===== src/hdl/tvm_pkg.sv =====
package tvm_pkg;

    localparam int VOICES_DEF    = 16;
    localparam int SINE_BITS_DEF = 10;

    localparam logic [1:0] KIND_ADD   = 2'd0;
    localparam logic [1:0] KIND_TICK  = 2'd1;
    localparam logic [1:0] KIND_CLEAR = 2'd2;

    localparam logic [1:0] ROUTE_LEFT  = 2'd1;
    localparam logic [1:0] ROUTE_RIGHT = 2'd2;

    localparam int ATK_LEN = 96;
    localparam int REL_LEN = 192;

    localparam logic [14:0] VOL_MAX  = 15'd16384;
    localparam logic [16:0] GAIN_MAX = 17'd65536;

    // step = floor((freq * 2^21 + 187) / 375), always below 2^32
    // split as freq = hi * 375 + lo, step = {hi, floor((lo * 2^21 + 187) / 375)}
    localparam logic [8:0]  STEP_DIVISOR  = 9'd375;
    localparam logic [29:0] STEP_ROUND    = 30'd187;
    // ceil(2^28 / 375), exact for numerators below 2^19
    localparam logic [19:0] STEP_RECIP_HI = 20'd715828;
    // ceil(2^39 / 375), exact for numerators below 2^30
    localparam logic [30:0] STEP_RECIP_LO = 31'd1466015504;

    // width of one weighted voice term and of the frame shift
    localparam int W_BITS    = 49;
    localparam int MIX_SHIFT = 30;

    localparam int RECIP_DEPTH = 256;

    typedef struct packed {
        logic        active;
        logic [31:0] phase;
        logic [31:0] step;
        logic [21:0] pos;
        logic [21:0] len;
        logic [16:0] gain;
        logic [1:0]  chan;
    } t_voice;

    typedef struct packed {
        logic shift;
        logic clear;
    } t_cell_ctl;

    typedef struct packed {
        logic issue;
        logic clr;
    } t_unit_ctl;

    typedef logic [32:0] t_recip_tbl [RECIP_DEPTH];

    // ceil(2^32 / d), exact floor divide for numerators below 2^23
    function automatic logic [32:0] f_recip(input logic [7:0] d);
        logic [33:0] num;
        logic [33:0] rem;
        logic [33:0] quo;
        num = 34'h1_0000_0000 + 34'(d) - 34'd1;
        rem = '0;
        quo = '0;
        if (d == 8'd0) begin
            return '0;
        end
        for (int b = 33; b >= 0; b--) begin
            rem = {rem[32:0], num[b]};
            if (rem >= 34'(d)) begin
                rem    = rem - 34'(d);
                quo[b] = 1'b1;
            end
        end
        return quo[32:0];
    endfunction

    function automatic t_recip_tbl f_recip_tbl();
        t_recip_tbl t;
        for (int d = 0; d < RECIP_DEPTH; d++) begin
            t[d] = f_recip(8'(d));
        end
        return t;
    endfunction

    localparam t_recip_tbl RECIP_TBL = f_recip_tbl();

    function automatic logic [63:0] f_quarter_sine(input logic [63:0] x);
        logic [63:0] x2;
        logic [63:0] t;
        logic [63:0] y;
        x2 = (x * x) >> 16;
        t  = (64'd4640 * x2) >> 16;
        t  = 64'd42047 - t;
        t  = (x2 * t) >> 16;
        t  = 64'd102944 - t;
        y  = (x * t) >> 16;
        y  = (y + 64'd1) >> 1;
        if (y > 64'd32767) begin
            y = 64'd32767;
        end
        return y;
    endfunction

    function automatic logic signed [15:0] f_sine(input int bits, input int k);
        int          quarter;
        int          q;
        int          r;
        int          u;
        logic [63:0] v;
        quarter = 1 << (bits - 2);
        q = k >> (bits - 2);
        r = k & (quarter - 1);
        u = ((q & 1) != 0) ? (quarter - r) : r;
        v = f_quarter_sine(64'(u) << (18 - bits));
        if ((q & 2) != 0) begin
            v = -v;
        end
        return v[15:0];
    endfunction

endpackage


===== src/hdl/tvm_step_div.sv =====
module tvm_step_div
    import tvm_pkg::*;
(
    input  logic        i_clk,
    input  logic        i_rst_n,
    input  logic        i_start,
    input  logic [18:0] i_freq,
    output logic        o_done,
    output logic [31:0] o_quot
);

    logic [2:0]  r_v;
    logic        r_done;
    logic [18:0] r_freq;
    logic [10:0] r_hi;
    logic [29:0] r_lo_num;
    logic [31:0] r_quot;

    logic [38:0] prod_hi;
    logic [19:0] prod_back;
    logic [18:0] lo;
    logic [60:0] prod_lo;

    // reciprocal multiplies, one step a cycle
    assign prod_hi   = r_freq * STEP_RECIP_HI;
    assign prod_back = r_hi * STEP_DIVISOR;
    assign lo        = r_freq - prod_back[18:0];
    assign prod_lo   = r_lo_num * STEP_RECIP_LO;

    always_ff @(posedge i_clk) begin
        if (!i_rst_n) begin
            r_v    <= '0;
            r_done <= 1'b0;
        end else begin
            r_v    <= {r_v[1:0], i_start};
            r_done <= r_v[2];
        end
    end

    always_ff @(posedge i_clk) begin
        if (i_start) begin
            r_freq <= i_freq;
        end
        if (r_v[0]) begin
            r_hi <= prod_hi[38:28];
        end
        if (r_v[1]) begin
            r_lo_num <= {lo[8:0], 21'b0} + STEP_ROUND;
        end
        if (r_v[2]) begin
            r_quot <= {r_hi, prod_lo[59:39]};
        end
    end

    assign o_done = r_done;
    assign o_quot = r_quot;

endmodule


===== config.mk =====
export PLATFORM = sky130hd
export DESIGN_NAME = tvm_step_div
export DESIGN_NICKNAME = d
export VERILOG_FILES = /design/src/hdl/tvm_pkg.sv /design/src/hdl/tvm_step_div.sv
export SDC_FILE = /design/constraint.sdc
export NUM_CORES = 1
export LEC_CHECK = 0
export ABC_AREA = 1
export BUFFER_PORTS_ARGS = -buffer_cell sky130_fd_sc_hd__buf_2
export CORE_MARGIN = 3
export CORE_UTILIZATION = 40
export CTS_CLUSTER_SIZE = 24
export DETAILED_ROUTE_END_ITERATION = 8
export PLACE_DENSITY_LB_ADDON = 0.25
export RECOVER_POWER = 100
export SLEW_MARGIN = 10
export SYNTH_ARGS = -nofsm -noshare
export SYNTH_HDL_FRONTEND = slang
export SYNTH_SLANG_ARGS = --single-unit
export TNS_END_PERCENT = 10

===== constraint.sdc =====
create_clock -name i_clk -period 12.4 [get_ports i_clk]
set_clock_uncertainty 0.15 [all_clocks]
set_input_delay 2.48 -clock i_clk [delete_from_list [all_inputs] [get_ports i_clk]]
set_output_delay 2.48 -clock i_clk [all_outputs]
set_load 0.005 [all_outputs]

==> Word-level counts from Yosys, hierarchy flattened <==
Index checks and enable logic that the tools add are counted.
{ "op_classes": {"mul": 3, "add_sub_neg": 2} }
{ "op_table": {"columns": ["operator", "count"], "rows": [
  ["30-bit by 27-bit multiplier with 56-bit output (second input constant)", 1],
  ["19-bit by 18-bit multiplier with 37-bit output (second input constant)", 1],
  ["30-bit by 8-bit adder with 30-bit output (second input constant)", 1],
  ["11-bit by 9-bit multiplier with 9-bit output (second input constant)", 1],
  ["9-bit subtractor", 1]
]} }
{ "totals": {"out_inout_bits": 33, "inputBits": 22, "elab_cells": 11, "register_bits": 96} }

==> Logic depth before layout (Yosys ltp) <==
{ "depth": {"word_depth": 3, "ltp_mapped": 24, "mapped_depth_nobuf": 24} }

==> Least setup slack after synthesis <==
No wires, ideal clock.
{ "synth_path": {"path_kind": "register to register", "start": "register r_lo_num[26]", "end": "register r_quot[16], in the netlist o_quot[16] (data pin)", "stages_incl_launch_ff": 23, "required_ns": 11.998, "arrival_time_ns": 4.917, "synth_period_minus_slack_ns": 5.320, "setup_time_ns": 0.252, "n_path_buf": 0, "slack_ns": 7.080, "cell_sequence": "edfxtp_1 -> fa_1 -> fa_1 -> ha_1 -> ha_1 -> inv_1 -> fa_1 -> inv_1 -> fa_1 -> inv_1 -> fa_1 -> inv_1 -> ha_1 -> nand2_1 -> inv_1 -> a21oi_1 -> inv_1 -> a21oi_1 -> nand2_1 -> nand2_1 -> nand2_1 -> nand2_1 -> nand2_1"} }
{ "synth_between": {"elab_chain_cells": 1} }
{ "synth_rtl": {"columns": ["item", "line", "rtl"], "rows": [
  ["from (decl)", "tvm_step_div.sv:16", "logic [29:0] r_lo_num;"],
  ["from (signal assigned)", "tvm_step_div.sv:48", "r_lo_num <= {lo[8:0], 21'b0} + STEP_ROUND;"],
  ["30-bit by 27-bit multiplier with 56-bit output", "tvm_step_div.sv:28", "assign prod_lo = r_lo_num * STEP_RECIP_LO;"],
  ["named net prod_lo[55]", "tvm_step_div.sv:22", "logic [60:0] prod_lo;"],
  ["to (signal assigned)", "tvm_step_div.sv:51", "r_quot <= {r_hi, prod_lo[59:39]};"],
  ["to (decl)", "tvm_step_div.sv:17", "logic [31:0] r_quot;"]
]} }
The timed path passes the listed nets, and every way through them passes these cells.
A chain may end at the register's enable or synchronous reset.

==> Worst setup path in the final report <==
{ "layout_path": {"start": "register r_lo_num[28]", "end": "register r_quot[18], in the netlist o_quot[18] (data pin)"} }
Same word-level chain as after synthesis.

==> impl_metrics.env <==
export IMPL_clk_pin_slew_ps=70
export IMPL_synth_seq_cells=75
export IMPL_syn_area_um2=16200
export IMPL_synth_edf_count=71
export IMPL_critical_path_required_ps=12380
export IMPL_final_area_um2=17400
export IMPL_diodes=0
export IMPL_die_x_um=207
export IMPL_timing_hold_ws_ps=289
export IMPL_cts_root_buf="clkbuf_16"
export IMPL_yosysWarnings=0
export IMPL_layout_drive_gt1_share_pct=2.96
export IMPL_grt_max_degree=22
export IMPL_finalHoldViolCount=0
export IMPL_grt_pass1_wl_um=67800
export IMPL_cts_resized=0
export IMPL_yosysTopAreaCellShare_pct=26.8
export IMPL_synth_cell_types=33
export IMPL_start_util_pct=40.6
export IMPL_dp_hpwl_um=35900
export IMPL_worstMarginPinSlew_ps=1450
export IMPL_fin_nets=2570
export IMPL_grt_ovfl_total=0
export IMPL_final_common_cell="inv_1"
export IMPL_reg2reg_setup_slack_ps=6510
export IMPL_cts_setup_buffers=0
export IMPL_cts_tree="yes"
export IMPL_postRouteAntennaNets=0
export IMPL_area_growth_pct=7.39
export IMPL_min_period_over_period_pct=47.5
export IMPL_cap_violations=0
export IMPL_die_area_um2=43000
export IMPL_first_pass_iters=5
export IMPL_crit_fanout=10
export IMPL_num_rows=73
export IMPL_async_flop_share_pct=0
export IMPL_synth_area_top_cells="ha_1 (27%), fa_1 (26%), inv_1 (13%)"
export IMPL_cp_endpoint="o_quot[18]"
export IMPL_final_cell_mix="inv_1 (582), ha_1 (347), nand2_1 (324)"
export IMPL_r2r_start="r_lo_num[28]"
export IMPL_holdBufCountCts=0
export IMPL_rsz0062_at_grt="no"
export IMPL_synth_area_per_cell_um2=8.42
export IMPL_port_buffers=54
export IMPL_r2r_cells=23
export IMPL_placeableCoreArea_um2=39900
export IMPL_start_kind="flop"
export IMPL_synth_seq_area_share_pct=13.7
export IMPL_ys_flop_type="edfxtp_1"
export IMPL_antenna_found_initial=0
export IMPL_drv_slew=0
export IMPL_place_area_um2=17100
export IMPL_synthCells=1923
export IMPL_drt_wl_total_um=40400
export IMPL_die_h_um=207
export IMPL_status="finished clean"
export IMPL_slew_headroom_pct=3.45
export IMPL_drc_errors=0
export IMPL_grt_pass1_vias=13253
export IMPL_crit_type="reg2reg"
export IMPL_syn_nets=2504
export IMPL_gp_congestion=0.907
export IMPL_tns_ps=0
export IMPL_numCtsBuffers=9
export IMPL_cp_end_kind="flop"
export IMPL_post_route_util_pct=43.6
export IMPL_setup_viol=0
export IMPL_grtUsageTotal_pct=19.9
export IMPL_htreeDepth=3
export IMPL_cts_sinks=75
export IMPL_crit_start="r_lo_num[28]"
export IMPL_cp_arrival_ps=5870
export IMPL_io_pins=55
export IMPL_synth_area_leader_cell="ha_1"
export IMPL_min_path_type="reg2reg"
export IMPL_clock_fmax_mhz=170
export IMPL_first_iter_violations=689
export IMPL_finalCriticalPeriod_ps=5890
export IMPL_num_vias=12208
export IMPL_post_drt_wl_per_cell_um=16.1
export IMPL_cts_buffer_depth=2
export IMPL_vias_per_cell=4.85
export IMPL_nFillCells=4040
export IMPL_insertion_delay_ps=360
export IMPL_reg2reg_to="o_quot[18]"
==> area by class of cell <==
| type | count | area (µm²) | area share (%) |
|---|---|---|---|
| multi-input cells | 1266 | 11800 | 67.8 |
| flip-flops and latches | 75 | 2210 | 12.7 |
| clock inverters | 7 | 73.8 | 0.424 |
| repair buffers | 55 | 255 | 1.47 |
| clock buffers | 9 | 225 | 1.29 |
| inverters | 582 | 2180 | 12.6 |
| well taps | 525 | 657 | 3.78 |
==> per-layer routing <==
metal | global-route usage (%) | vias to the layer above | share of wire (%)
met1 | 23.1 | 5933 | 41
met2 | 38.4 | 189 | 54
met4 | 6.27 | 0 | 2.9
met5 | 0 | - | 0
met3 | 1.90 | 50 | 2.4
li1 | - | 6036 | -
==> how the worst min path moves through the flow <==
stage / end / start / depth (start not counted)
global placement: o_quot[30] / r_hi[9] / 0
detailed placement: o_quot[30] / r_hi[9] / 0
CTS: o_quot[30] / r_hi[9] / 0
global route: o_quot[31] / r_hi[10] / 0
floorplan: o_quot[30] / r_hi[9] / 0
finish: o_quot[30] / r_hi[9] / 0
==> synthesized netlist by cell type, drive strengths merged, types with 13 or more instances <==
cell,number
a21oi,69
edfxtp,71
fa,212
ha,347
inv,582
nand2,324
nand3,62
nand4,14
nor2,119
nor3,13
o21ai,37
xor2,16
==> worst max-delay path, stage by stage (launching register included) <==
cell      delay (ps)
edfxtp_1         630
inv_1            250
ha_1             380
inv_1             90
fa_1             550
ha_1             140
ha_1             130
inv_1             60
fa_1             560
inv_1             60
fa_1             480
inv_1             50
fa_1             520
inv_1             50
ha_1             370
nand2_1          190
nor2_1           190
inv_1             80
o21ai_0          230
inv_1             80
nand2_1          130
nand3_1          120
nand3_1          100
nand2_1           60
==> per-stage QoR <==
stage                     instances  setup WS [ps]
after floorplan                1923           7080
after global placement         2503           6640
final                          2519           6510
after detailed placement       2503           6590
after global routing           2519           6120
after CTS                      2519           6570
==> cells by family after synthesis <==
group                    synth area share (%)
XOR/XNOR                                 1.46
AND/OR/NAND/NOR                          13.9
adder cells (fa/ha/maj)                  53.0
AO/OA/AOI/OAI                            4.55
flip-flops                               13.7
buffers and inverters                    13.5
==> registers in the layout (all words and copies together), names as in the netlist <==
signal / flops
r_lo_num: 9
o_done: 1
o_quot: 32
r_freq: 19
r_hi: 11
r_v: 3
Power is left out: the tool's default activity adds up to more than one toggle a clock period on the data nets, which glitch-free logic cannot reach.
